--- src/sv/cmdu_pkg.sv ---
// shared types and constants of the complex multiply / divide unit
// operation and status codes, pipeline control struct, width helpers
// no dependencies
package cmdu_pkg;

	localparam int DataWidthDef = 16;
	localparam int FracBitsDef  = 12;

	localparam logic [1:0] FUNC_MUL   = 2'd0;
	localparam logic [1:0] FUNC_DIV   = 2'd1;
	localparam logic [1:0] FUNC_RECIP = 2'd2;

	typedef enum logic [1:0] {
		STAT_OK  = 2'd0,
		STAT_SAT = 2'd1,
		STAT_DZ  = 2'd2
	} status_t;

	// per-item control that travels along the pipe
	typedef struct packed {
		logic is_mul;
		logic dz;
		logic neg_re;
		logic neg_im;
		logic ovf_re;
		logic ovf_im;
	} ctl_t;

	// width of one product term, wide enough for the scaled reciprocal operand
	function automatic int prod_width(input int w, input int f);
		prod_width = (2 * w > w + f + 1) ? 2 * w : w + f + 1;
	endfunction

	// magnitude of a two-term sum
	function automatic int mag_width(input int w, input int f);
		mag_width = prod_width(w, f);
	endfunction

	// divider remainder: holds mag << f and den << w
	function automatic int rem_width(input int w, input int f);
		int nw;
		nw = mag_width(w, f) + f;
		rem_width = ((nw > 3 * w) ? nw : 3 * w) + 1;
	endfunction

	function automatic int pad8(input int n);
		pad8 = ((n + 7) / 8) * 8;
	endfunction

endpackage

--- src/sv/cmdu_front.sv ---
// front end of the complex unit: products, sums, magnitudes, range check
// three register stages; depends on cmdu_pkg
module cmdu_front #(
	parameter int DATA_WIDTH = cmdu_pkg::DataWidthDef,
	parameter int FRAC_BITS  = cmdu_pkg::FracBitsDef
) (
	input  logic                                                     clk,
	input  logic                                                     arst_n,
	input  logic                                                     en,
	input  logic                                                     in_valid,
	input  logic [1:0]                                               func,
	input  logic signed [DATA_WIDTH-1:0]                             x_re,
	input  logic signed [DATA_WIDTH-1:0]                             x_im,
	input  logic signed [DATA_WIDTH-1:0]                             y_re,
	input  logic signed [DATA_WIDTH-1:0]                             y_im,
	output logic                                                     valid_s3,
	output cmdu_pkg::ctl_t                                           ctl_s3,
	output logic [DATA_WIDTH-1:0]                                    q_re_s3,
	output logic [DATA_WIDTH-1:0]                                    q_im_s3,
	output logic [cmdu_pkg::rem_width(DATA_WIDTH, FRAC_BITS)-1:0]   rem_re_s3,
	output logic [cmdu_pkg::rem_width(DATA_WIDTH, FRAC_BITS)-1:0]   rem_im_s3,
	output logic [2*DATA_WIDTH-1:0]                                  den_s3
);
	localparam int W  = DATA_WIDTH;
	localparam int F  = FRAC_BITS;
	localparam int PW = cmdu_pkg::prod_width(W, F);
	localparam int SW = PW + 1;
	localparam int MW = cmdu_pkg::mag_width(W, F);
	localparam int DW = 2 * W;
	localparam int RW = cmdu_pkg::rem_width(W, F);

	// stage 1: products
	logic signed [2*W-1:0] m_ac, m_bd, m_ad, m_bc, m_cc, m_dd;
	logic                  is_mul, is_recip;
	logic signed [PW-1:0]  ac_s1, bd_s1, ad_s1, bc_s1;
	logic signed [2*W-1:0] cc_s1, dd_s1;
	logic                  is_mul_s1, valid_s1;

	assign m_ac = x_re * y_re;
	assign m_bd = x_im * y_im;
	assign m_ad = x_re * y_im;
	assign m_bc = x_im * y_re;
	assign m_cc = y_re * y_re;
	assign m_dd = y_im * y_im;
	assign is_mul   = (func == cmdu_pkg::FUNC_MUL);
	assign is_recip = func[1];

	always_ff @(posedge clk or negedge arst_n) begin
		if (!arst_n) begin
			valid_s1 <= 1'b0;
		end else if (en) begin
			valid_s1 <= in_valid;
		end
	end

	always_ff @(posedge clk) begin
		if (en) begin
			// reciprocal takes x as 1.0 and 0
			ac_s1     <= is_recip ? (PW'(y_re) <<< F) : PW'(m_ac);
			bd_s1     <= is_recip ? '0 : PW'(m_bd);
			ad_s1     <= is_recip ? (PW'(y_im) <<< F) : PW'(m_ad);
			bc_s1     <= is_recip ? '0 : PW'(m_bc);
			cc_s1     <= m_cc;
			dd_s1     <= m_dd;
			is_mul_s1 <= is_mul;
		end
	end

	// stage 2: sums, sign and magnitude, divisor norm
	logic signed [SW-1:0] re_sum, im_sum;
	logic [MW-1:0]        mag_re_s2, mag_im_s2;
	logic                 neg_re_s2, neg_im_s2, is_mul_s2, valid_s2;
	logic [DW-1:0]        den_s2;

	always_comb begin
		if (is_mul_s1) begin
			re_sum = SW'(ac_s1) - SW'(bd_s1);
			im_sum = SW'(ad_s1) + SW'(bc_s1);
		end else begin
			re_sum = SW'(ac_s1) + SW'(bd_s1);
			im_sum = SW'(bc_s1) - SW'(ad_s1);
		end
	end

	always_ff @(posedge clk or negedge arst_n) begin
		if (!arst_n) begin
			valid_s2 <= 1'b0;
		end else if (en) begin
			valid_s2 <= valid_s1;
		end
	end

	always_ff @(posedge clk) begin
		if (en) begin
			neg_re_s2 <= re_sum[SW-1];
			neg_im_s2 <= im_sum[SW-1];
			mag_re_s2 <= re_sum[SW-1] ? MW'(-re_sum) : MW'(re_sum);
			mag_im_s2 <= im_sum[SW-1] ? MW'(-im_sum) : MW'(im_sum);
			den_s2    <= $unsigned(cc_s1) + $unsigned(dd_s1);
			is_mul_s2 <= is_mul_s1;
		end
	end

	// stage 3: product scaling, dividend alignment, quotient range check
	logic [MW-1:0] sh_re, sh_im;
	logic [RW-1:0] n_re, n_im, den_top;
	cmdu_pkg::ctl_t ctl_n;

	always_comb begin
		sh_re   = mag_re_s2 >> F;
		sh_im   = mag_im_s2 >> F;
		n_re    = RW'(mag_re_s2) << F;
		n_im    = RW'(mag_im_s2) << F;
		den_top = RW'(den_s2) << W;
		ctl_n.is_mul = is_mul_s2;
		ctl_n.dz     = !is_mul_s2 && (den_s2 == '0);
		ctl_n.neg_re = neg_re_s2;
		ctl_n.neg_im = neg_im_s2;
		// quotient of more than W bits cannot fit
		ctl_n.ovf_re = is_mul_s2 ? (|sh_re[MW-1:W]) : (n_re >= den_top);
		ctl_n.ovf_im = is_mul_s2 ? (|sh_im[MW-1:W]) : (n_im >= den_top);
	end

	always_ff @(posedge clk or negedge arst_n) begin
		if (!arst_n) begin
			valid_s3 <= 1'b0;
		end else if (en) begin
			valid_s3 <= valid_s2;
		end
	end

	always_ff @(posedge clk) begin
		if (en) begin
			ctl_s3    <= ctl_n;
			q_re_s3   <= is_mul_s2 ? sh_re[W-1:0] : '0;
			q_im_s3   <= is_mul_s2 ? sh_im[W-1:0] : '0;
			rem_re_s3 <= n_re;
			rem_im_s3 <= n_im;
			den_s3    <= den_s2;
		end
	end

endmodule

--- config.mk ---
export PLATFORM = sky130hd
export DESIGN_NAME = cmdu_front
export DESIGN_NICKNAME = d
export VERILOG_FILES = /design/src/sv/cmdu_pkg.sv /design/src/sv/cmdu_front.sv
export SDC_FILE = /design/constraint.sdc
export NUM_CORES = 2
export LEC_CHECK = 0
export BUFFER_PORTS_ARGS = -buffer_cell sky130_fd_sc_hd__buf_2
export CAP_MARGIN = 20
export CORE_UTILIZATION = 60
export DETAILED_ROUTE_END_ITERATION = 8
export PLACE_DENSITY = 0.77
export REMOVE_ABC_BUFFERS = 1
export SETUP_SLACK_MARGIN = 0.5
export SLEW_MARGIN = 20
export SYNTH_ARGS = -nofsm -noshare
export SYNTH_HDL_FRONTEND = slang
export SYNTH_SLANG_ARGS = --single-unit
--- constraint.sdc ---
create_clock -name clk -period 6.6 [get_ports clk]
set_input_delay 0.66 -clock clk [delete_from_list [all_inputs] [get_ports clk]]
set_output_delay 0.66 -clock clk [all_outputs]
set_load 0.01 [all_outputs]
==> reports/metrics.csv <==
metric;value;unit
outcome;complete, no violations;
number of flops mapped to enable cells by yosys;424;
Fmax achieved;0.155;GHz
most frequent cells in the layout;inv_1 (1,880), fa_1 (1,489), buf_4 (900);
share of cells above drive strength 1;18.0;%
core area;0.131;mm²
main flop type after synthesis;edfxtp_1;
Starting Density;60.5;%
clock sink total;427;
first-pass GRT wire length;353000;µm
DPL Wire Length;182000;µm
most common cell after layout, fill and taps aside;inv_1;
Mapped Cells;8221;
worst hold-check path type;primary input to flop;
CP required;6.97;ns
Top-Level Pins;239;
Critical Path Source;y_re[3];
die area;0.134;mm²
synthesized area;0.0795;mm²
Hold Violations, Final;0;
Tightest Pin Transition;1.09;ns
YS warnings;0;
peak fanout along the critical path;7;
# rows;133;
Avg Synthesized Cell Area;9.67;µm²
GRT Total Usage;34.1;%
worst reg2reg path endpoint;mag_im_s2[23]$_DFFE_PP_;
# H-tree levels;2;
Iter 0 DRT Violations;4913;
post-layout min period;6.46;ns
die width;366;µm
Total Nets Final;11400;
first drt pass iteration count;6;
Final ANT Viol Nets;0;
clk slew on worst S/H paths;0.06;ns
root buffer selected by CTS;clkbuf_16;
Layout area overhead;18.4;%
drt wl/cell;20.5;µm
total grt overflow;0;
CP Data Arrival Time;6.84;ns
Rel. slew slack;26.5;%
Final setup viols;0;
Reg2Reg Setup Slack;0.57;ns
routability cong.;0.968;
final wirelength;225000;µm
slowest cell on the critical path;fa_2;
Clk Latency, worst-skew pair;0.64;ns
Worst path max stage delay;0.57;ns
most used cell, CP;inv_1;
largest net degree at the start of global routing;148;
Die H;366;µm
critical path capture point type;flop;
Crit Path Class;primary input to flop;
vias in the first global route;64900;
clock skew;0.0220;ns
Reg2Reg Depth;21;
DRC viols;0;
antenna violations before repair;10;
r2r startpoint;ad_s1[6]$_SDFFCE_PP0P_;
CTS tree;built;
clk buf depth;3;
register area share after synthesis;16.1;%
IO buf count;204;
ys async rst share;0.703;%
Final period util;97.9;%
Slew Viols, Final;0;
Yosys cell types;93;
vias per inst;5.53;
maxcap violations;0;
crit path to;cc_s1[31]$_DFFE_PP_;
TritonCTS Buffers;49;
startpoint types;primary input;
post-layout util;71.6;%
#FFs+latches synth;427;
total number of vias;60800;
RSZ-0062 raised after global routing;true;
==> synth_stat cells, types with 5 or more instances <==
| library cell | number | area, µm² |
|---|---|---|
| inv_1 | 1921 | 7210 |
| fa_1 | 1529 | 30600 |
| nand2_1 | 778 | 2920 |
| ha_1 | 655 | 8200 |
| and2_1 | 592 | 3700 |
| edfxtp_1 | 424 | 12700 |
| nor2_1 | 373 | 1400 |
| xnor2_1 | 290 | 2540 |
| clkbuf_1 | 289 | 1080 |
| a21oi_1 | 240 | 1200 |
| o21ai_0 | 158 | 791 |
| xor2_1 | 128 | 1120 |
| a21o_1 | 116 | 871 |
| nor3_1 | 75 | 375 |
| nand2b_1 | 64 | 400 |
| nor2b_1 | 45 | 282 |
| nand3_1 | 43 | 215 |
| nor4_1 | 35 | 219 |
| buf_4 | 34 | 255 |
| a211oi_1 | 33 | 248 |
| o21a_1 | 33 | 248 |
| o21bai_1 | 32 | 240 |
| nand4_1 | 29 | 181 |
| a31oi_1 | 28 | 175 |
| and3_1 | 20 | 125 |
| or3_1 | 18 | 113 |
| o211ai_1 | 16 | 120 |
| o31ai_1 | 16 | 120 |
| or2_2 | 16 | 100 |
| buf_1 | 13 | 48.8 |
| a211o_1 | 9 | 78.8 |
| nor3b_1 | 9 | 67.6 |
| and3b_1 | 8 | 70.1 |
| mux2_2 | 8 | 90.1 |
| mux2i_1 | 8 | 80.1 |
| o31a_1 | 8 | 70.1 |
| a21boi_0 | 7 | 52.6 |
| a221oi_1 | 6 | 52.6 |
| buf_2 | 6 | 30.0 |
| o21ai_1 | 6 | 30.0 |
| o311ai_0 | 5 | 43.8 |
| o41ai_1 | 5 | 43.8 |
==> cell families after synthesis <==
logic type	synth area share [%]
AOI/OAI and AO/OA	6.22
xor gates and xnor gates	4.62
buffers and inverters	10.9
DFF	16.1
and+or+nand+nor	13.2
adders and majority gates	48.8
muxes	0.214
other	0.00472
==> per-layer routing <==
metal	vias to the layer above	track usage, %	wire [µm]
met5	-	0	62
met4	8	18.6	15400
met3	593	4.70	16600
met2	2473	56.4	107000
met1	30800	43.7	86000
li1	27000	-	-
==> sequential cells by signal, summed over array words and instances (netlist names) <==
signal and count:
valid_s2 1, q_im_s3 16, rem_re_s3 32, q_re_s3 16, dd_s1 31, neg_im_s2 1
bc_s1 32, mag_im_s2 32, ad_s1 32, valid_s1 1, ac_s1 32, den_s2 32
neg_re_s2 1, mag_re_s2 32, is_mul_s1 1, den_s3 32, valid_s3 1, bd_s1 32
rem_im_s3 32, is_mul_s2 1, ctl_s3 6, cc_s1 31
==> cell type report <==
cell class | count | area, µm²
Multi-Input combinational cell | 5561 | 59700
Fill cell | 9317 | 37300
Sequential cell | 427 | 12800
Timing Repair Buffer | 1233 | 10500
Inverter | 1923 | 7230
Tap cell | 1755 | 2200
Clock buffer | 54 | 1240
Clock inverter | 38 | 487
Antenna cell | 4 | 10.0
==> per-stage QoR <==
| step | hold WS [ns] | cell area, µm² | setup TNS [ns] | setup WS (ns) | instances |
|---|---|---|---|---|---|
| after floorplan | 0.364 | 78200 | -2.75 | -0.590 | 7911 |
| after global placement | 0.403 | 88700 | -36.86 | -1.04 | 10800 |
| after detailed placement | 0.408 | 88700 | -43.91 | -1.13 | 10800 |
| after CTS | 0.247 | 92600 | 0 | 0.234 | 10900 |
| after global routing | 0.280 | 94200 | -0.231 | -0.135 | 11000 |
| final | 0.276 | 94200 | 0 | 0.138 | 11000 |
==> how the worst min path moves through the flow <==
stage | depth (start not counted) | start | to
floorplan | 0 | arst_n | valid_s1$_DFFE_PN0P_
global placement | 0 | neg_im_s2$_DFFE_PP_ | ctl_s3[2]$_DFFE_PP_
detailed placement | 0 | neg_im_s2$_DFFE_PP_ | ctl_s3[2]$_DFFE_PP_
CTS | 2 | in_valid | valid_s1$_DFFE_PN0P_
global route | 2 | in_valid | valid_s1$_DFFE_PN0P_
finish | 2 | in_valid | valid_s1$_DFFE_PN0P_
==> critical path, delay by kind of cell <==
family / cells / cell delay [ns]
and+or+nand+nor: 1 / 0.13
xor gates and xnor gates: 1 / 0.13
adders and majority gates: 7 / 3.22
buffers and inverters: 10 / 0.94
AOI/OAI and AO/OA: 10 / 1.75
==> repair_timing <==
item,in CTS,in global routing
buffers inserted,84,51
hold buffers,1,0
gates resized for setup,344,267
pin swaps,146,171
cloned,6,2
setup endpoints to repair,74,115
hold endpoints to repair,3,0
Power is left out: the tool's default activity adds up to more than one toggle a clock period on the data nets, which glitch-free logic cannot reach.
