$ cat src/sv/cmdu_pkg.sv
// shared types and constants of the complex multiply / divide unit
// operation and status codes, pipeline control struct, width helpers
// no dependencies
package cmdu_pkg;

	localparam int DataWidthDef = 16;
	localparam int FracBitsDef  = 12;

	localparam logic [1:0] FUNC_MUL   = 2'd0;
	localparam logic [1:0] FUNC_DIV   = 2'd1;
	localparam logic [1:0] FUNC_RECIP = 2'd2;

	typedef enum logic [1:0] {
		STAT_OK  = 2'd0,
		STAT_SAT = 2'd1,
		STAT_DZ  = 2'd2
	} status_t;

	// per-item control that travels along the pipe
	typedef struct packed {
		logic is_mul;
		logic dz;
		logic neg_re;
		logic neg_im;
		logic ovf_re;
		logic ovf_im;
	} ctl_t;

	// width of one product term, wide enough for the scaled reciprocal operand
	function automatic int prod_width(input int w, input int f);
		prod_width = (2 * w > w + f + 1) ? 2 * w : w + f + 1;
	endfunction

	// magnitude of a two-term sum
	function automatic int mag_width(input int w, input int f);
		mag_width = prod_width(w, f);
	endfunction

	// divider remainder: holds mag << f and den << w
	function automatic int rem_width(input int w, input int f);
		int nw;
		nw = mag_width(w, f) + f;
		rem_width = ((nw > 3 * w) ? nw : 3 * w) + 1;
	endfunction

	function automatic int pad8(input int n);
		pad8 = ((n + 7) / 8) * 8;
	endfunction

endpackage

$ cat src/sv/cmdu_out.sv
// output stage: saturation, sign restore, status and the result register
// depends on cmdu_pkg
module cmdu_out #(
	parameter int DATA_WIDTH = cmdu_pkg::DataWidthDef
) (
	input  logic                                           clk,
	input  logic                                           arst_n,
	input  logic                                           en,
	input  logic                                           valid_in,
	input  cmdu_pkg::ctl_t                                 ctl_in,
	input  logic [DATA_WIDTH-1:0]                          q_re_in,
	input  logic [DATA_WIDTH-1:0]                          q_im_in,
	output logic                                           m_tvalid,
	output logic [cmdu_pkg::pad8(2*DATA_WIDTH)-1:0]        m_tdata,
	output logic [7:0]                                     m_tuser
);
	localparam int W  = DATA_WIDTH;
	localparam int OW = cmdu_pkg::pad8(2 * W);
	localparam logic [W-1:0] LimPos = {1'b0, {(W-1){1'b1}}};
	localparam logic [W-1:0] LimNeg = {1'b1, {(W-1){1'b0}}};

	logic [W-1:0]       mr, mi, vr, vi;
	logic               sat_re, sat_im;
	cmdu_pkg::status_t  st;

	always_comb begin
		sat_re = ctl_in.ovf_re || (q_re_in > (ctl_in.neg_re ? LimNeg : LimPos));
		sat_im = ctl_in.ovf_im || (q_im_in > (ctl_in.neg_im ? LimNeg : LimPos));
		mr = sat_re ? (ctl_in.neg_re ? LimNeg : LimPos) : q_re_in;
		mi = sat_im ? (ctl_in.neg_im ? LimNeg : LimPos) : q_im_in;
		vr = ctl_in.neg_re ? -mr : mr;
		vi = ctl_in.neg_im ? -mi : mi;
		if (ctl_in.dz) begin
			vr = '0;
			vi = '0;
			st = cmdu_pkg::STAT_DZ;
		end else if (sat_re || sat_im) begin
			st = cmdu_pkg::STAT_SAT;
		end else begin
			st = cmdu_pkg::STAT_OK;
		end
	end

	always_ff @(posedge clk or negedge arst_n) begin
		if (!arst_n) begin
			m_tvalid <= 1'b0;
		end else if (en) begin
			m_tvalid <= valid_in;
		end
	end

	always_ff @(posedge clk) begin
		if (en) begin
			m_tdata <= OW'({vi, vr});
			m_tuser <= {6'd0, st};
		end
	end

endmodule

$ cat config.mk
export PLATFORM = sky130hd
export DESIGN_NAME = cmdu_out
export DESIGN_NICKNAME = d
export VERILOG_FILES = /design/src/sv/cmdu_pkg.sv /design/src/sv/cmdu_out.sv
export SDC_FILE = /design/constraint.sdc
export NUM_CORES = 1
export LEC_CHECK = 0
export BUFFER_PORTS_ARGS = -buffer_cell sky130_fd_sc_hd__clkbuf_2
export CAP_MARGIN = 20
export CORE_ASPECT_RATIO = 1.25
export CORE_MARGIN = 3
export CORE_UTILIZATION = 55
export CTS_CLUSTER_SIZE = 16
export DETAILED_ROUTE_END_ITERATION = 12
export PLACE_DENSITY = 0.83
export RECOVER_POWER = 50
export SETUP_SLACK_MARGIN = 0.4
export SLEW_MARGIN = 20
export SYNTH_ARGS = -nofsm -noshare
export SYNTH_HDL_FRONTEND = slang
export SYNTH_SLANG_ARGS = --single-unit
export TNS_END_PERCENT = 10
$ cat constraint.sdc
create_clock -name clk -period 1.02 [get_ports clk]
set_input_delay 0.051 -clock clk [delete_from_list [all_inputs] [get_ports clk]]
set_output_delay 0.051 -clock clk [all_outputs]
set_load 0.02 [all_outputs]
==> impl_metrics.env, run 1 <==
export IMPL_status="did not finish"
export IMPL_stop_stage="global routing"
export IMPL_error_line="[ERROR GRT-0232] Routing congestion too high. Check the congestion heatmap in the GUI."
export IMPL_synthMuxAreaShare=0.0363
export IMPL_syn_cell_area_sq_um=3100
export IMPL_syn_inst=351
export IMPL_repair_timing_grt_worst_ep="m_tdata[26]$_SDFFCE_PP0P_/D"
export IMPL_grt_overflow_total=287
export IMPL_synth_top_family_by_area="simple AND/OR/NAND/NOR gates"
export IMPL_synthXorXnorAreaFrac=0.0141
export IMPL_place_hpwl_mm=7.70
export IMPL_die_x_um=73.1
export IMPL_synth_seq_area_share=0.338
export IMPL_initial_utilization=0.589
export IMPL_synth_simple_area_share=0.218
export IMPL_die_h_um=89.9
export IMPL_rows=29
export IMPL_synth_largest_area_cell="edfxtp_1"
export IMPL_cts_made_buffers=5
export IMPL_synth_edf_count=34
export IMPL_synthFlopType="edfxtp_1"
export IMPL_portBuffers=75
export IMPL_cts_max_level=2
export IMPL_gp_congestion=0.921
export IMPL_ys_types=52
export IMPL_synth_seq_cells=35
export IMPL_ctsRootBufferMaster="clkbuf_8"
export IMPL_synth_top_area_share=0.329
export IMPL_io_pins=83
export IMPL_synthTopCellsByCount="a21oi_1, edfxtp_1, ha_1"
export IMPL_numClockSinks=35
export IMPL_grt_usage=0.831
export IMPL_place_ws_ns=-2.25
export IMPL_grt_max_degree=26
export IMPL_worstEpCategory="sequential cell input"
export IMPL_synth_avg_cell_area_sq_um=8.83
export IMPL_yosysWarnings=0
export IMPL_synth_area_leaders="edfxtp_1, ha_1, a21oi_1"
export IMPL_clockBufferDepth=2
export IMPL_async_flop_share=0.0286
export IMPL_synth_compound_area_frac=0.205
export IMPL_yosys_area_share_adder=0.137
[layer usage]
layer / global-route usage / GRT overflow
met5: 0.0940 / 0
met4: 0.915 / 99
met3: 0.609 / 2
met2: 1.04 / 183
met1: 0.797 / 3
[cell families after synthesis]
kind of cell	Yosys count
compound gates	100
xor+xnor	5
fa+ha+maj	34
buf+inv	33
flops	35
mux	11
other cells	1
simple gates	132
[stage by stage]
stage                     hold slack [ns]  cells  cell area [sq um]   util
after CTS                         -0.0252    580               4680  0.890
after floorplan                    -0.245    356               3260      -
after global placement             -0.174    560               4210  0.801
after detailed placement           -0.173    560               4210  0.801
[timing repair]
| item | in CTS |
|---|---|
| gates cloned | 1 |
| hold buffers | 1 |
| pin swaps | 22 |
| setup buffers | 10 |
| resized for setup | 50 |
| setup endpoints to repair | 69 |
| endpoints found under the hold margin | 2 |
==> run 2: changes to the inputs <==
--- a/config.mk
+++ b/config.mk
@@ -7,14 +7,11 @@
 export LEC_CHECK = 0
 export BUFFER_PORTS_ARGS = -buffer_cell sky130_fd_sc_hd__clkbuf_2
 export CAP_MARGIN = 20
-export CORE_ASPECT_RATIO = 1.25
 export CORE_MARGIN = 3
-export CORE_UTILIZATION = 55
-export CTS_CLUSTER_SIZE = 16
+export CORE_UTILIZATION = 40
 export DETAILED_ROUTE_END_ITERATION = 12
-export PLACE_DENSITY = 0.83
+export PLACE_DENSITY_LB_ADDON = 0.15
 export RECOVER_POWER = 50
-export SETUP_SLACK_MARGIN = 0.4
 export SLEW_MARGIN = 20
 export SYNTH_ARGS = -nofsm -noshare
 export SYNTH_HDL_FRONTEND = slang
==> impl_metrics.env, run 2 <==
export IMPL_status="complete, but fails checks"
export IMPL_violations="negative setup slack"
export IMPL_place_hpwl_mm=7.17
export IMPL_initial_utilization=0.421
export IMPL_synth_area_leaders="edfxtp_1, ha_1, a21oi_1"
export IMPL_crit_fanout=7
export IMPL_async_flop_share=0.0286
export IMPL_fin_crit_ns=2.68
export IMPL_post_route_util=0.659
export IMPL_worstSetupPathType="input port to register"
export IMPL_clock_latency_ns=0.28
export IMPL_hold_path_class="input port to register"
export IMPL_placed_cell_area_sq_um=4240
export IMPL_wl_per_cell_um=15.9
export IMPL_path_delay_family="simple AND/OR/NAND/NOR gates"
export IMPL_synthTopCellsByCount="a21oi_1, edfxtp_1, ha_1"
export IMPL_maxSlewViolCount=0
export IMPL_crit_top_cell="nand2_4"
export IMPL_fill_cells=625
export IMPL_synth_edf_count=34
export IMPL_antenna_cells=0
export IMPL_fin_nets=591
export IMPL_grt_max_degree=35
export IMPL_worstMarginPinSlew_ns=0.833
export IMPL_synth_seq_area_share=0.338
export IMPL_synth_largest_area_cell="edfxtp_1"
export IMPL_drtIter0Drc=189
export IMPL_yosysWarnings=0
export IMPL_crit_slowest_cell="or4_4"
export IMPL_grt_pass1_vias=3219
export IMPL_layout_drive_gt1_share=0.479
export IMPL_coreArea_sq_um=7370
export IMPL_die_x_um=94.0
export IMPL_clockBufferDepth=2
export IMPL_worstHoldStart="en"
export IMPL_period_share=2.62
export IMPL_cp_arrival_ns=2.69
export IMPL_die_h_um=94.0
export IMPL_cts_made_buffers=5
export IMPL_p_leak_nw=2.03
export IMPL_mostFrequentLayoutCell="buf_4"
export IMPL_first_pass_iters=5
export IMPL_largest_register="m_tdata"
export IMPL_reg_largest_list="m_tdata x32, m_tuser x2, m_tvalid x1"
export IMPL_setup_viol_count_final=33
export IMPL_fin_skew_ns=0
export IMPL_dieArea_sq_um=8840
export IMPL_finalInstanceArea_sq_um=4850
export IMPL_fmax_mhz=374
export IMPL_startpoint="ctl_in[3]"
export IMPL_ant_nets=0
export IMPL_grt_pass1_wl_mm=15.4
export IMPL_end_kind="register"
export IMPL_routed_via_density=5.65
export IMPL_required_ns=1.03
export IMPL_tns_ns=-39.49
export IMPL_register_area_sq_um=1050
export IMPL_place_ws_ns=-2.31
export IMPL_syn_inst=351
export IMPL_synth_avg_cell_area_sq_um=8.83
export IMPL_grt_usage=0.219
export IMPL_peakVddDrop_uv=552
export IMPL_maxCapViolCount=0
export IMPL_start_kind="input port"
export IMPL_area_delta_synth_final_pct=56.6
export IMPL_hold_violations=0
export IMPL_portBuffers=75
export IMPL_drcViolationCount=0
export IMPL_ys_types=52
export IMPL_antenna_found_initial=0
export IMPL_synthFlopType="edfxtp_1"
export IMPL_grt_overflow_total=0
export IMPL_synth_top_area_share=0.329
export IMPL_io_pins=83
export IMPL_fin_ws_ns=-1.66
export IMPL_grt_setup_unrepaired="true"
export IMPL_cp_buffers_inverters=2
export IMPL_numClockSinks=35
export IMPL_power_w=0.00473
export IMPL_multiInputGateArea_sq_um=2330
export IMPL_synth_seq_cells=35
export IMPL_mostFrequentLayoutCells="buf_4, clkbuf_2, edfxtp_1"
export IMPL_slew_headroom=0.445
export IMPL_wl_mm=9.78
export IMPL_gp_congestion=0.880
export IMPL_cts_tree="yes"
export IMPL_cts_max_level=2
export IMPL_ctsRootBufferMaster="clkbuf_8"
export IMPL_clk_pin_slew_ns=0.07
export IMPL_crit_chain="clkbuf_16 -> ha_4 -> nand4_4 -> or4_4 -> or3_4 -> nand2_4 -> mux2i_2 -> ha_2 -> nand2_4 -> nor3b_4 -> inv_1 -> a221oi_2 -> a311oi_1"
export IMPL_slowest_delay_ns=0.54
export IMPL_largest_reg_flops=32
export IMPL_p_per_area_nw_per_um2=975
export IMPL_r2r_start="m_tvalid"
export IMPL_syn_cell_area_sq_um=3100
export IMPL_vias=3473
export IMPL_rows=31
## run 2: cell counts after synthesis
Identical to the previous run, type by type.
## run 2: path summary, 6_finish.rpt
kind | to | slack [ns] | cells past startpoint
worst max-delay path | m_tdata[12] | -1.66 | 13
worst min-delay path | m_tvalid | 0.06 | 2
worst max register to register | m_tvalid | 0.28 | 1
worst min register to register | m_tvalid | 0.51 | 1
max in group asynchronous | m_tvalid | 0.87 | 2
min in group asynchronous | m_tvalid | 0.07 | 2
## run 2: per-stage QoR
step | instances | hold slack (ns)
2_1_floorplan | 356 | -0.245
3_3_place_gp | 595 | -0.174
3_5_place_dp | 595 | -0.172
4_1_cts | 611 | 0.00221
5_1_grt | 615 | 0.0662
6_report | 615 | 0.0557
## run 2: logic make-up (layout without fill, tap and decap cells)
family	after synthesis	after routing	share of synthesized area
DFF	35	35	0.338
and+or+nand+nor	132	132	0.218
buffers and inverters	33	193	0.0505
adders and majority gates	34	34	0.137
AOI/OAI and AO/OA	100	100	0.205
other	1	6	0.00121
xor gates and xnor gates	5	5	0.0141
muxes	11	11	0.0363
## run 2: final cells by class
type / count / share of cell area
Clock buffer: 7 / 0.0178
Clock inverter: 1 / 0.00103
Inverter: 10 / 0.00928
Multi-Input combinational cell: 288 / 0.480
Sequential cell: 35 / 0.216
Tap cell: 99 / 0.0255
Timing Repair Buffer: 175 / 0.251
## run 2: per-layer routing
metal | GRT usage | vias up | share of wire
met5 | 0 | - | 0
met2 | 0.350 | 129 | 0.47
met4 | 0.0445 | 0 | 0.010
met1 | 0.313 | 1648 | 0.46
li1 | - | 1688 | -
met3 | 0.0337 | 8 | 0.067
## run 2: power by group
| part | internal, W | leakage, nW | switching (W) |
|---|---|---|---|
| Combinational | 0.000818 | 1.64 | 0.00104 |
| Clock | 0.000546 | 0.0482 | 0.000541 |
| Sequential | 0.00175 | 0.341 | 0.0000372 |
## run 2: repair_timing
item                       4_1_cts  5_1_grt
gates cloned                     2        0
hold buffers                     1        1
pin swaps                       21       18
hold endpoints to repair         1        1
setup endpoints to repair       33       33
resized for setup               45       28
setup buffers                    5        3
No activity file was read; power rests on OpenSTA's default activity.
==> run 3: changes to the inputs <==
--- a/config.mk
+++ b/config.mk
@@ -7,10 +7,12 @@
 export LEC_CHECK = 0
 export BUFFER_PORTS_ARGS = -buffer_cell sky130_fd_sc_hd__clkbuf_2
 export CAP_MARGIN = 20
+export CELL_PAD_IN_SITES_DETAIL_PLACEMENT = 0
+export CELL_PAD_IN_SITES_GLOBAL_PLACEMENT = 1
 export CORE_MARGIN = 3
 export CORE_UTILIZATION = 40
 export DETAILED_ROUTE_END_ITERATION = 12
-export PLACE_DENSITY_LB_ADDON = 0.15
+export PLACE_DENSITY_LB_ADDON = 0.1
 export RECOVER_POWER = 50
 export SLEW_MARGIN = 20
 export SYNTH_ARGS = -nofsm -noshare
==> impl_metrics.env, run 3 (synthesized netlist as in run 2, its figures left out) <==
export IMPL_gp_congestion=0.908
export IMPL_ctsRootBufferMaster="clkbuf_8"
export IMPL_grt_usage=0.228
export IMPL_maxSlewViolCount=0
export IMPL_fill_cells=587
export IMPL_antenna_cells=0
export IMPL_power_switching_w=0.00169
export IMPL_worstSetupPathType="input port to register"
export IMPL_die_x_um=94.0
export IMPL_grt_use_met3=0.0248
export IMPL_cts_tree="yes"
export IMPL_cp_arrival_ns=2.77
export IMPL_place_hpwl_mm=7.29
export IMPL_p_leak_nw=2.08
export IMPL_status="complete, but fails checks"
export IMPL_mostFrequentLayoutCells="buf_4, clkbuf_2, edfxtp_1"
export IMPL_coreArea_sq_um=7370
export IMPL_die_h_um=94.0
export IMPL_first_pass_iters=5
export IMPL_hold_violations=0
export IMPL_grt_pass1_vias=3167
export IMPL_grt_pass1_wl_mm=16.0
export IMPL_maxCapViolCount=0
export IMPL_use_met2=0.355
export IMPL_portBuffers=75
export IMPL_power_w=0.00487
export IMPL_fin_crit_ns=2.72
export IMPL_combPwrFrac=0.412
export IMPL_swShare=0.346
export IMPL_grt_max_degree=22
export IMPL_clock_latency_ns=0.28
export IMPL_ant_nets=0
export IMPL_cts_max_level=2
export IMPL_seq_power_share=0.366
export IMPL_peakVddDrop_uv=574
export IMPL_required_ns=1.07
export IMPL_dp_cells=594
export IMPL_largest_reg_flops=32
export IMPL_initial_utilization=0.421
export IMPL_use_met1=0.340
export IMPL_area_delta_synth_final_pct=61.8
export IMPL_grt_setup_unrepaired="true"
export IMPL_layout_cells_non_filler=618
export IMPL_io_pins=83
export IMPL_hold_ws_ns=0.0835
export IMPL_layout_drive_gt1_share=0.513
export IMPL_largest_register="m_tdata"
export IMPL_clkPwrFrac=0.222
export IMPL_slew_headroom=0.629
export IMPL_hold_path_class="input port to asynchronous set/reset pin"
export IMPL_fmax_mhz=367
export IMPL_rows=31
export IMPL_dieArea_sq_um=8840
export IMPL_vias=3461
export IMPL_power_internal_w=0.00318
export IMPL_drcViolationCount=0
export IMPL_fin_skew_ns=0
export IMPL_routed_via_density=5.60
export IMPL_reg_largest_list="m_tdata x32, m_tuser x2, m_tvalid x1"
export IMPL_drtIter0Drc=239
export IMPL_antenna_found_initial=0
export IMPL_crit_fanout=6
export IMPL_p_per_area_nw_per_um2=972
export IMPL_end_kind="register"
export IMPL_mostFrequentLayoutCell="buf_4"
export IMPL_grt_overflow_total=0
export IMPL_wl_mm=10.3
export IMPL_wl_per_cell_um=16.7
export IMPL_tns_ns=-41.84
export IMPL_clockBufferDepth=2
export IMPL_start_kind="input port"
export IMPL_period_share=2.67
export IMPL_fin_ws_ns=-1.70
export IMPL_violations="negative setup slack"
export IMPL_numClockSinks=35
export IMPL_setup_viol_count_final=33
export IMPL_cts_made_buffers=5
export IMPL_worstMarginPinSlew_ns=0.551
export IMPL_clk_pin_slew_ns=0.08
export IMPL_fin_nets=594
export IMPL_grt_busiest_layer="met2"
[run 3: changes by cell type in the layout (fill, tap and decap cells not counted), moves of 3 or more]
cell	previous run	this run
o21ai_2	3	7
ha_4	11	14
buf_12	0	3
buf_6	6	12
o21ai_0	17	11
ha_1	21	18
buf_4	87	82
a21oi_2	9	13
a21oi_1	25	21
[run 3: repair_timing]
action / CTS / global route
hold buffers: 2 / 0
buffers inserted: 8 / 6
gates cloned: 1 / 0
setup endpoints to repair: 33 / 33
endpoints found under the hold margin: 2 / 0
gates resized for setup: 58 / 55
pin swaps: 15 / 16
[run 3: path summary, 6_finish.rpt]
kind / cells after the start / slack (ns) / start / end
min: 2 / 0.08 / arst_n / m_tvalid
max: 13 / -1.70 / ctl_in[2] / m_tdata[30]
max in group asynchronous: 2 / 0.85 / arst_n / m_tvalid
min reg2reg: 1 / 0.51 / m_tvalid / m_tvalid
max reg2reg: 1 / 0.28 / m_tvalid / m_tvalid
min in group clk: 2 / 0.13 / en / m_tvalid
[run 3: routing by layer]
metal  share of wire  routed length (um)
met5               0                   0
met4          0.0093                  96
met3           0.052                 536
met2            0.46                4800
met1            0.47                4900
[run 3: final cells by class]
class | instances | area [sq um] | share of cell area
inverter | 10 | 47.5 | 0.00948
multi-input combinational | 288 | 2420 | 0.483
clock buffer | 7 | 86.3 | 0.0172
clock inverter | 1 | 5.00 | 0.000998
timing repair buffer | 178 | 1280 | 0.256
sequential | 35 | 1050 | 0.209
tap | 99 | 124 | 0.0247
[run 3: stage by stage]
step | util | setup slack, ns | cell area [sq um]
after floorplan | - | -2.06 | 3260
after detailed placement | 0.580 | -2.33 | 4270
final | 0.680 | -1.70 | 5010
after global routing | 0.680 | -1.84 | 5010
after CTS | 0.651 | -1.63 | 4800
after global placement | 0.580 | -2.27 | 4270
[run 3: power by group through the flow]
stage	Sequential, W	Combinational, W	Clock [W]
3_3_place_gp	0.00181	0.00159	0
3_5_place_dp	0.00182	0.00161	0
2_1_floorplan	0.00200	0.000702	0
5_1_grt	0.00179	0.00217	0.00115
6_report	0.00178	0.00201	0.00108
4_1_cts	0.00178	0.00180	0.00109
[run 3: worst max-delay path, stage by stage]
cell	delay [ns]
clkbuf_16	0.14
ha_1	0.28
nand4_1	0.22
nor4_4	0.38
o21ai_2	0.12
a31oi_4	0.22
mux2i_2	0.29
ha_2	0.25
nand3_2	0.09
or3b_4	0.40
a21o_1	0.17
a21oi_2	0.09
nor4_1	0.05
