[src/sv/cmdu_pkg.sv]
// shared types and constants of the complex multiply / divide unit
// operation and status codes, pipeline control struct, width helpers
// no dependencies
package cmdu_pkg;

	localparam int DataWidthDef = 16;
	localparam int FracBitsDef  = 12;

	localparam logic [1:0] FUNC_MUL   = 2'd0;
	localparam logic [1:0] FUNC_DIV   = 2'd1;
	localparam logic [1:0] FUNC_RECIP = 2'd2;

	typedef enum logic [1:0] {
		STAT_OK  = 2'd0,
		STAT_SAT = 2'd1,
		STAT_DZ  = 2'd2
	} status_t;

	// per-item control that travels along the pipe
	typedef struct packed {
		logic is_mul;
		logic dz;
		logic neg_re;
		logic neg_im;
		logic ovf_re;
		logic ovf_im;
	} ctl_t;

	// width of one product term, wide enough for the scaled reciprocal operand
	function automatic int prod_width(input int w, input int f);
		prod_width = (2 * w > w + f + 1) ? 2 * w : w + f + 1;
	endfunction

	// magnitude of a two-term sum
	function automatic int mag_width(input int w, input int f);
		mag_width = prod_width(w, f);
	endfunction

	// divider remainder: holds mag << f and den << w
	function automatic int rem_width(input int w, input int f);
		int nw;
		nw = mag_width(w, f) + f;
		rem_width = ((nw > 3 * w) ? nw : 3 * w) + 1;
	endfunction

	function automatic int pad8(input int n);
		pad8 = ((n + 7) / 8) * 8;
	endfunction

endpackage

[src/sv/cmdu_div_stage.sv]
// one restoring-division stage: decides quotient bit BIT_POS for both parts
// depends on cmdu_pkg
module cmdu_div_stage #(
	parameter int DATA_WIDTH = cmdu_pkg::DataWidthDef,
	parameter int FRAC_BITS  = cmdu_pkg::FracBitsDef,
	parameter int BIT_POS    = 0
) (
	input  logic                                                   clk,
	input  logic                                                   arst_n,
	input  logic                                                   en,
	input  logic                                                   valid_in,
	input  cmdu_pkg::ctl_t                                         ctl_in,
	input  logic [DATA_WIDTH-1:0]                                  q_re_in,
	input  logic [DATA_WIDTH-1:0]                                  q_im_in,
	input  logic [cmdu_pkg::rem_width(DATA_WIDTH, FRAC_BITS)-1:0] rem_re_in,
	input  logic [cmdu_pkg::rem_width(DATA_WIDTH, FRAC_BITS)-1:0] rem_im_in,
	input  logic [2*DATA_WIDTH-1:0]                                den_in,
	output logic                                                   valid_s,
	output cmdu_pkg::ctl_t                                         ctl_s,
	output logic [DATA_WIDTH-1:0]                                  q_re_s,
	output logic [DATA_WIDTH-1:0]                                  q_im_s,
	output logic [cmdu_pkg::rem_width(DATA_WIDTH, FRAC_BITS)-1:0] rem_re_s,
	output logic [cmdu_pkg::rem_width(DATA_WIDTH, FRAC_BITS)-1:0] rem_im_s,
	output logic [2*DATA_WIDTH-1:0]                                den_s
);
	localparam int RW = cmdu_pkg::rem_width(DATA_WIDTH, FRAC_BITS);

	logic [RW-1:0]         dk;
	logic                  take_re, take_im;
	logic [DATA_WIDTH-1:0] q_re_n, q_im_n;

	always_comb begin
		dk      = RW'(den_in) << BIT_POS;
		take_re = !ctl_in.is_mul && (rem_re_in >= dk);
		take_im = !ctl_in.is_mul && (rem_im_in >= dk);
		q_re_n  = q_re_in;
		q_im_n  = q_im_in;
		q_re_n[BIT_POS] = q_re_in[BIT_POS] | take_re;
		q_im_n[BIT_POS] = q_im_in[BIT_POS] | take_im;
	end

	always_ff @(posedge clk or negedge arst_n) begin
		if (!arst_n) begin
			valid_s <= 1'b0;
		end else if (en) begin
			valid_s <= valid_in;
		end
	end

	always_ff @(posedge clk) begin
		if (en) begin
			ctl_s    <= ctl_in;
			q_re_s   <= q_re_n;
			q_im_s   <= q_im_n;
			rem_re_s <= take_re ? rem_re_in - dk : rem_re_in;
			rem_im_s <= take_im ? rem_im_in - dk : rem_im_in;
			den_s    <= den_in;
		end
	end

endmodule

[config.mk]
export PLATFORM = sky130hd
export DESIGN_NAME = cmdu_div_stage
export DESIGN_NICKNAME = d
export VERILOG_FILES = /design/src/sv/cmdu_pkg.sv /design/src/sv/cmdu_div_stage.sv
export SDC_FILE = /design/constraint.sdc
export NUM_CORES = 1
export LEC_CHECK = 0
export BUFFER_PORTS_ARGS = -buffer_cell sky130_fd_sc_hd__buf_2
export CAP_MARGIN = 20
export CORE_MARGIN = 5
export CORE_UTILIZATION = 45
export CTS_BUF_LIST = sky130_fd_sc_hd__clkbuf_8
export DETAILED_ROUTE_END_ITERATION = 12
export GPL_ROUTABILITY_DRIVEN = 0
export PLACE_DENSITY = 0.79
export SYNTH_ARGS = -nofsm -noshare
export SYNTH_HDL_FRONTEND = slang
export SYNTH_SLANG_ARGS = --single-unit
[constraint.sdc]
create_clock -name clk -period 1.3 [get_ports clk]
set_input_delay 0.26 -clock clk [delete_from_list [all_inputs] [get_ports clk]]
set_output_delay 0.26 -clock clk [all_outputs]
set_load 0.005 [all_outputs]
==> summary.txt, run 1 <==
Hold path
  • Worst hold path class: in -> async

Synth
  • Synth warnings: 0
  • Top cells by count, synth: edfxtp_1 (168), nand2_1 (125), o21ai_0 (96)
  • Register area share after synthesis: around 48%
  • Count leader, synth: edfxtp_1
  • Avg Inst Size Synth: 10.04 um^2
  • Post-synth EDFFs: between 150 and 200
  • Netlist cell types: 64
  • FFs w/ async S/R, synth: less than 1%
  • Yosys reg bits: approximately 170
  • Yosys top cell area share: 47.71%
  • Cell taking the most area after synthesis: edfxtp_1
  • Top FF cell, synth: edfxtp_1
  • Top post-synthesis cells by area: edfxtp_1 (48%), ha_1 (7.6%), o21ai_0 (4.5%)
  • Cell count after synthesis: about 1100
  • Syn Std Cell Area: 0.01057 mm^2
  • Syn_nets: ~1300

Clock network
  • Worst-Skew Late Latency: 0.50 ns
  • Sinks on Clock Net: 169
  • CTS tree: done
  • CTS Buf Count: 17
  • CTS Root Cell: clkbuf_8
  • Clk buf depth: 2
  • Clock Pin Slew Worst Setup and Hold Paths: 0.14 ns
  • Htree depth: 4

Route
  • Total number of vias: 13750
  • DRC viols: 0
  • Antenna-violating nets left: 0
  • Total wire length: 57980 um
  • Drt wl/cell: 26.67 um
  • DR iter-0 viols: ~2000
  • Vias per cell: approximately 6.3
  • Pre-Repair DR Iteration Count: 6

Floorplanning
  • Die span in y: about 160 um
  • Die ar.: about 0.027 mm^2
  • Die W: ~160 um
  • Core area: 0.02333 mm^2
  • Num rows: 56
  • Initial core utilization: between 40% and 50%
  • # IOs: 341

Finish
  • Multi-input logic area: 0.007734 mm^2
  • Register area: 0.005070 mm^2
  • Filler cell count: ~1000
  • Fraction of layout cells with a size suffix above 1: 62.90%
  • Number of nets in the layout: 2074
  • Area delta synth->final: 91.10%
  • Util after Layout: 86.60%

STA
  • Final worst-path cycle share: 192.9%
  • Worst Setup Slack, final: -1.208 ns
  • Final setup fails: approximately 130
  • Crit path time final: 2.508 ns
  • Max frequency: 398.8 MHz
  • Fin. max-slew vios: 0
  • Least-Margin Pin Slew: 0.6298 ns
  • RSZ-0062 raised after global routing: yes
  • Skew final: 0 ns
  • Final TNS setup: -103.20 ns
  • Final count of hold timing violations: 0
  • Rel. slew slack: 57.57%

Worst setup path
  • Worst r2r src: valid_s$_DFFE_PN0P_
  • Worst reg-to-reg path cell count: 1
  • WP data arrival: ~2.8 ns
  • CP startpoint kind: input port
  • Worst-path maximum fanout: 6
  • FF-to-FF setup slack: 0.54 ns
  • Reg2reg end: valid_s$_DFFE_PN0P_
  • Req. time, crit path: roughly 1.6 ns
  • Worst setup EP type: flip-flop
  • Crit Path Class: in -> reg

Placement
  • Port Buf Inserts: 340
  • Post-DP HPWL: 31200 um

Power
  • Worst VDD drop: ~670 uV
  • P_leak: between 8 and 9 nW
  • Power Density: 908.5 mW/mm^2

Flow run
  • Max-cap violations: 0

Global route
  • Vias in the first global route: 13540
  • Initial antenna violation count: 8
  • First-pass GRT wire length: 73970 um
  • Largest net degree at the start of global routing: 35
  • Overflow after GRT: 0
  • GR Util All Layers: 36.07%

Outcome
  • Failing checks: setup timing
  • Outcome: finished with violations
-- routing by layer --
layer	global-route usage (%)	vias up	wire length [um]
met5	0	-	51
met4	21.12	6	5588
met3	8.857	501	6374
met2	63.75	1343	27310
met1	39.24	6393	18660
li1	-	5507	-
-- critical path: stages --
cell       delay (ns)
buf_2            0.10
inv_2            0.05
buf_4            0.13
ha_1             0.32
buf_4            0.19
nand2_1          0.15
nor2_1           0.09
nor2_1           0.25
nand3_1          0.22
a21oi_4          0.22
o21bai_4         0.12
buf_12           0.15
a2111oi_4        0.31
xor2_1           0.27
-- cell type report --
class,instances,share of cell area [%]
diodes,6,0.07430
clock buffers,17,1.158
clock inverters,15,0.7740
inverters,46,1.480
multi-input cells,791,38.27
flip-flops and latches,169,25.09
well taps,319,1.975
repair buffers,811,31.18
-- kinds of logic (layout without fill, tap and decap cells) --
logic type | Yosys count | count (layout) | share of synthesized area (%)
compound gates | 303 | 304 | 18.06
xor+xnor | 85 | 85 | 7.041
fa+ha+maj | 66 | 66 | 7.952
buf+inv | 95 | 889 | 3.574
flops | 169 | 169 | 47.95
mux | 3 | 3 | 0.3195
other cells | 0 | 6 | 0
simple gates | 332 | 333 | 15.11
-- report_power, final --
group	switching [mW]	leakage [nW]	internal [mW]
clock	2.53	0.198	1.44
sequential	0.176	1.65	6.63
combinational	3.95	6.83	3.62
total	6.66	8.68	11.7
-- timing repair --
| item | 4_1_cts | 5_1_grt |
|---|---|---|
| hold endpoints to repair | 62 | 2 |
| pin swaps | 149 | 128 |
| endpoints found under the setup margin | 114 | 173 |
| cloned | 18 | 1 |
| hold buffers | 62 | 2 |
| buffers inserted | 64 | 29 |
| gates resized for setup | 401 | 206 |
-- per-stage QoR --
| stage | setup slack, ns | cells | hold slack [ns] | power [mW] | instance area (um^2) |
|---|---|---|---|---|---|
| after floorplan | -1.314 | 1053 | -0.03559 | 9.263 | 11440 |
| after global placement | -1.596 | 1978 | 0.03392 | 11.72 | 15580 |
| after detailed placement | -1.776 | 1978 | 0.03781 | 11.86 | 15580 |
| after CTS | -1.045 | 2152 | 0.01229 | 17.04 | 19190 |
| after global routing | -1.240 | 2170 | 0.02050 | 18.84 | 20200 |
| final | -1.208 | 2174 | 0.03466 | 18.36 | 20210 |
-- state kept, by name (all words and copies together), names as in the netlist --
signal	flops
ctl_s	6
q_im_s	16
valid_s	1
den_s	32
rem_im_s	49
rem_re_s	49
q_re_s	16
-- cells in the final DEF (no fill, tap or decap), types with 20 or more instances in the layout --
master | synthesis | routed
a21o_1 | 37 | 36
a21oi_1 | 77 | 40
a21oi_2 | 0 | 33
buf_12 | 0 | 25
buf_2 | 5 | 311
buf_4 | 4 | 328
buf_6 | 0 | 61
dlygate4sd3_1 | 0 | 64
edfxtp_1 | 168 | 168
ha_4 | 0 | 54
nand2_1 | 125 | 68
nand2_4 | 0 | 40
nand4_1 | 20 | 20
nor2_1 | 65 | 52
o21ai_0 | 96 | 23
o21ai_2 | 0 | 45
xnor2_1 | 45 | 33
xor2_1 | 40 | 38
-- worst max-delay path by stage --
stage	from	to	slack [ns]	depth (start not counted)
4_1_cts	rem_re_in[0]	rem_re_s[30]$_DFFE_PP_	-1.04	14
6_report	den_in[25]	rem_im_s[34]$_DFFE_PP_	-1.21	14
3_3_place_gp	rem_re_in[0]	rem_re_s[30]$_DFFE_PP_	-1.60	14
3_5_place_dp	den_in[5]	rem_re_s[44]$_DFFE_PP_	-1.78	12
2_1_floorplan	den_in[13]	rem_re_s[37]$_DFFE_PP_	-1.31	11
5_1_grt	den_in[0]	rem_re_s[22]$_DFFE_PP_	-1.24	13
(Power assumes the default switching activity.)
==> run 2, diff against run 1 <==
- CELL_PAD_IN_SITES_DETAIL_PLACEMENT: not set -> 0
- CELL_PAD_IN_SITES_GLOBAL_PLACEMENT: not set -> 1
- CORE_UTILIZATION: 45 -> 43
- PLACE_DENSITY: 0.79 -> 0.95
==> summary.txt, run 2 (same netlist as run 1, synthesis figures left out) <==
STA
  • Final hold slack: 0.02234 ns
  • Skew final: 0 ns
  • Least-Margin Pin Slew: 0.5066 ns
  • Final worst-path cycle share: 181.8%
  • Final setup fails: 123
  • Max frequency: 423.0 MHz
  • Fin. max-slew vios: 0
  • RSZ-0062 raised after global routing: yes
  • Rel. slew slack: 66.07%
  • Worst Setup Slack, final: -1.064 ns
  • Final count of hold timing violations: 0
  • Crit path time final: 2.364 ns

Route
  • Vias per cell: 5.874
  • DRC viols: 0
  • Total number of vias: between 10000 and 15000
  • DR iter-0 viols: 1462
  • Pre-Repair DR Iteration Count: 6
  • Total wire length: 52280 um
  • Antenna-violating nets left: 0
  • Drt wl/cell: 23.96 um

Global route
  • GR Util All Layers: approximately 34%
  • Vias in the first global route: 13110
  • Initial antenna violation count: 10
  • Largest net degree at the start of global routing: 53
  • First-pass GRT wire length: 73800 um
  • Overflow after GRT: 0

Clock network
  • Clk buf depth: 2
  • CTS Root Cell: clkbuf_8
  • CTS tree: done
  • Htree depth: 4
  • Sinks on Clock Net: between 150 and 200
  • Worst-Skew Late Latency: 0.49 ns
  • Clock Pin Slew Worst Setup and Hold Paths: 0.11 ns
  • CTS Buf Count: 17

Floorplanning
  • Num rows: 57
  • Die W: 166.8 um
  • Initial core utilization: 43.61%
  • Die span in y: around 170 um
  • Die ar.: roughly 0.028 mm^2
  • # IOs: 341
  • Core area: 0.02425 mm^2

Worst setup path
  • Worst-path maximum fanout: 4
  • CP startpoint kind: input port
  • Crit Path Class: in -> reg
  • Req. time, crit path: 1.56 ns
  • WP data arrival: 2.62 ns
  • Worst reg-to-reg path cell count: 1
  • Worst setup EP type: flip-flop

Flow run
  • Max-cap violations: 0

Power
  • Power Total: 17.92 mW
  • Power Density: roughly 900 mW/mm^2
  • P_leak: 8.572 nW
  • Worst VDD drop: 601.7 uV

Finish
  • Filler cell count: 1270
  • Final instance area: 0.01995 mm^2
  • Fraction of layout cells with a size suffix above 1: approximately three fifths
  • Largest regs: rem_im_s x49, rem_re_s x49, den_s x32
  • Number of nets in the layout: 2075
  • Final Non-Filler Cells: 2182
  • Util after Layout: 82.27%
  • Commonest non-fill, non-tap cell in the layout: buf_4
  • Most frequent cells in the layout: buf_4 (339), buf_2 (313), edfxtp_1 (168)
  • Area delta synth->final: 88.65%

Hold path
  • WHS Path Cells: 1
  • Worst hold path class: in -> reg

Placement
  • Port Buf Inserts: 340
  • Post-DP HPWL: 31920 um
  • Area after DPL: 0.01571 mm^2
  • Placed Cells: 1996

Outcome
  • Outcome: finished with violations
  • Failing checks: setup timing
[run 2: cell types whose count changed in the layout (fill, tap and decap cells not counted), moves of 6 or more]
cell / previous run / this run
buf_12: 25 / 19
a31oi_1: 1 / 8
o21ai_2: 45 / 51
a21oi_2: 33 / 20
xnor2_1: 33 / 43
buf_4: 328 / 339
xnor2_2: 12 / 1
nand2_2: 17 / 23
buf_8: 12 / 5
a21oi_1: 40 / 52
nor2_2: 9 / 2
[run 2: worst max-delay path: stages]
cell and delay (ns):
buf_12 0.10, inv_12 0.03, ha_4 0.26, buf_6 0.09
nand4_1 0.16, nor4_2 0.31, o211ai_1 0.12, buf_4 0.17
a31oi_4 0.16, o31ai_4 0.13, o21ba_4 0.25, or4b_4 0.45
xnor2_1 0.13
[run 2: where the power goes]
part           switching (mW)  total [mW]  leakage, nW  internal, mW
Sequential              0.176        6.81         1.65          6.63
Combinational            3.64        7.21         6.72          3.57
Clock                    2.47        3.90        0.198          1.43
[run 2: layer usage]
layer | global-route usage (%) | share of wire (%) | up-vias
li1 | - | - | 5502
met1 | 36.18 | 34 | 6056
met2 | 60.78 | 50 | 946
met3 | 8.462 | 8.5 | 309
met4 | 19.49 | 8.1 | 4
met5 | 0 | 0.046 | -
[run 2: repair_timing]
| item | in CTS | in global routing |
|---|---|---|
| setup buffers | 61 | 23 |
| gates cloned | 16 | 2 |
| resized for setup | 359 | 179 |
| pin swaps | 134 | 103 |
| setup endpoints to repair | 115 | 216 |
| hold endpoints to repair | 61 | 2 |
| hold buffers | 61 | 2 |
[run 2: worst paths after layout]
check,start,to,slack [ns]
max in group asynchronous,arst_n,valid_s$_DFFE_PN0P_,1.14
min reg2reg,valid_s$_DFFE_PN0P_,valid_s$_DFFE_PN0P_,0.55
max reg2reg,valid_s$_DFFE_PN0P_,valid_s$_DFFE_PN0P_,0.53
min,den_in[14],den_s[14]$_DFFE_PP_,0.02
min in group asynchronous,arst_n,valid_s$_DFFE_PN0P_,0.07
max,den_in[13],rem_re_s[37]$_DFFE_PP_,-1.06
[run 2: area by class of cell]
class / count / area [um^2] / share of cell area (%)
diodes: 8 / 20.02 / 0.1004
clock buffers: 17 / 234.0 / 1.173
clock inverters: 15 / 152.6 / 0.7652
inverters: 46 / 286.5 / 1.436
multi-input cells: 790 / 7523 / 37.72
flip-flops and latches: 169 / 5070 / 25.42
well taps: 324 / 405.4 / 2.032
repair buffers: 813 / 6256 / 31.36
[run 2: metrics by stage]
step	TNS (ns)	setup WS, ns
3_3_place_gp	-148.48	-1.719
4_1_cts	-90.82	-1.010
6_report	-98.39	-1.064
2_1_floorplan	-109.35	-1.314
5_1_grt	-102.27	-1.102
3_5_place_dp	-154.11	-1.874
==> run 3, diff against run 2 <==
- CORE_ASPECT_RATIO: not set -> 1.4
==> summary.txt, run 3 (same netlist as run 1, synthesis figures left out) <==
Worst setup path
  • Req. time, crit path: 1.57 ns
  • Worst-path maximum fanout: 5
  • Crit Path Class: in -> reg
  • Reg2reg end: valid_s$_DFFE_PN0P_
  • FF-to-FF setup slack: 0.54 ns
  • Worst reg-to-reg path cell count: 1
  • Worst r2r src: valid_s$_DFFE_PN0P_
  • Worst setup EP type: flip-flop
  • CP startpoint kind: input port
  • Critical Path End: rem_re_s[37]$_DFFE_PP_
  • WP data arrival: 2.91 ns
  • CP startpoint: rem_re_in[10]

Finish
  • Util after Layout: between 70% and 80%
  • Final Non-Filler Cells: between 2000 and 2500
  • Commonest non-fill, non-tap cell in the layout: buf_4
  • Most frequent cells in the layout: buf_4 (338), buf_2 (314), edfxtp_1 (168)
  • Filler cell count: 1263
  • Area delta synth->final: 84.27%
  • Largest regs: rem_im_s x49, rem_re_s x49, den_s x32
  • Fraction of layout cells with a size suffix above 1: 59.17%
  • Number of nets in the layout: between 2000 and 2500

STA
  • Final setup fails: 157
  • Skew final: 0 ns
  • Least-Margin Pin Slew: 0.5800 ns
  • Rel. slew slack: between 60% and 70%
  • Fin. max-slew vios: 0
  • RSZ-0062 raised after global routing: yes
  • Final worst-path cycle share: 202.9%
  • Crit path time final: around 2.6 ns
  • Final count of hold timing violations: 0
  • Worst Setup Slack, final: -1.337 ns
  • Max frequency: 379.2 MHz

Global route
  • Overflow after GRT: 0
  • First-pass GRT wire length: between 60000 and 70000 um
  • Largest net degree at the start of global routing: 47
  • Vias in the first global route: 12620
  • GR Util All Layers: a little under a third
  • Initial antenna violation count: 7

Power
  • Power Density: between 900 and 1000 mW/mm^2
  • Power Total: 17.86 mW
  • P_leak: around 8.4 nW
  • Worst VDD drop: 721.1 uV

Clock network
  • Sinks on Clock Net: 169
  • CTS Buf Count: 17
  • Worst-Skew Late Latency: around 0.50 ns
  • Clock Pin Slew Worst Setup and Hold Paths: 0.11 ns
  • Clk buf depth: 2
  • CTS tree: done
  • Htree depth: 4
  • CTS Root Cell: clkbuf_8

Floorplanning
  • Initial core utilization: 43.30%
  • Num rows: 68
  • Core area: between 0.02 and 0.025 mm^2
  • Die ar.: roughly 0.028 mm^2
  • Die span in y: 195.5 um
  • Die W: 142.5 um
  • # IOs: 341

Route
  • Antenna-violating nets left: 0
  • Routed wl met3: 4960 um
  • M1 WL: 16770 um
  • Vias per cell: 6.066
  • DR iter-0 viols: 1299
  • DR WL met2: 27060 um
  • Total wire length: between 50000 and 60000 um
  • Pre-Repair DR Iteration Count: 9
  • Total number of vias: 13100
  • DRC viols: 0
  • Drt wl/cell: 24.98 um
  • Top sig layer: met4

Placement
  • Port Buf Inserts: 340
  • Placed Cells: between 1500 and 2000
  • Post-DP HPWL: 30950 um

Outcome
  • Failing checks: setup timing
  • Outcome: finished with violations

Hold path
  • Worst hold path class: in -> reg

Flow run
  • Max-cap violations: 0
[run 3: layer usage]
metal  track usage (%)  up-vias
met5                 0        -
met4             19.48        0
met3             5.732      380
met2             56.90     1049
met1             31.56     6210
li1                  -     5464
[run 3: worst max-delay path, cell delays in order]
cell and delay [ns]:
buf_2 0.14, ha_4 0.26, buf_4 0.16, a21oi_1 0.23
o21bai_1 0.16, o21bai_1 0.45, a31oi_4 0.21, buf_6 0.17
nor2_4 0.10, o21ba_4 0.15, or4b_4 0.47, xnor2_2 0.14
[run 3: worst min path at each step]
stage | slack [ns] | cells past startpoint | to | from
6_report | 0.03 | 2 | q_re_s[0]$_DFFE_PP_ | q_re_in[0]
5_1_grt | 0.007 | 2 | q_re_s[0]$_DFFE_PP_ | q_re_in[0]
4_1_cts | 0.005 | 2 | q_re_s[0]$_DFFE_PP_ | q_re_in[0]
3_5_place_dp | 0.05 | 1 | valid_s$_DFFE_PN0P_ | arst_n
3_3_place_gp | 0.04 | 1 | valid_s$_DFFE_PN0P_ | arst_n
2_1_floorplan | -0.04 | 0 | valid_s$_DFFE_PN0P_ | arst_n
[run 3: final cells by class]
type	instances	area [um^2]	area share, %
multi-input cells	790	7325	37.59
repair buffers	800	5987	30.73
flip-flops and latches	169	5070	26.02
well taps	315	394.1	2.023
inverters	46	276.5	1.419
clock buffers	17	234.0	1.201
clock inverters	15	178.9	0.9183
diodes	8	20.02	0.1027
[run 3: report_power, final]
group          switching [mW]  internal [mW]  leakage (nW)
sequential              0.185           6.63          1.65
combinational            3.61           3.39          6.55
clock                    2.41           1.63         0.209
total                    6.21           11.7          8.42
[run 3: timing repair]
action	in CTS	in global routing
cloned	8	5
pin swaps	78	104
endpoints found under the hold margin	64	2
endpoints found under the setup margin	131	228
buffers inserted	28	37
resized for setup	218	253
hold buffers	64	2
[run 3: per-stage QoR]
stage	hold slack (ns)	setup WS, ns	cell area, um^2	setup TNS [ns]
5_1_grt	0.006623	-1.425	19480	-119.57
6_report	0.02952	-1.337	19480	-110.83
2_1_floorplan	-0.03559	-1.314	11440	-109.35
3_5_place_dp	0.04705	-1.828	15620	-161.09
3_3_place_gp	0.04008	-1.783	15620	-155.43
4_1_cts	0.005106	-1.036	18130	-89.61
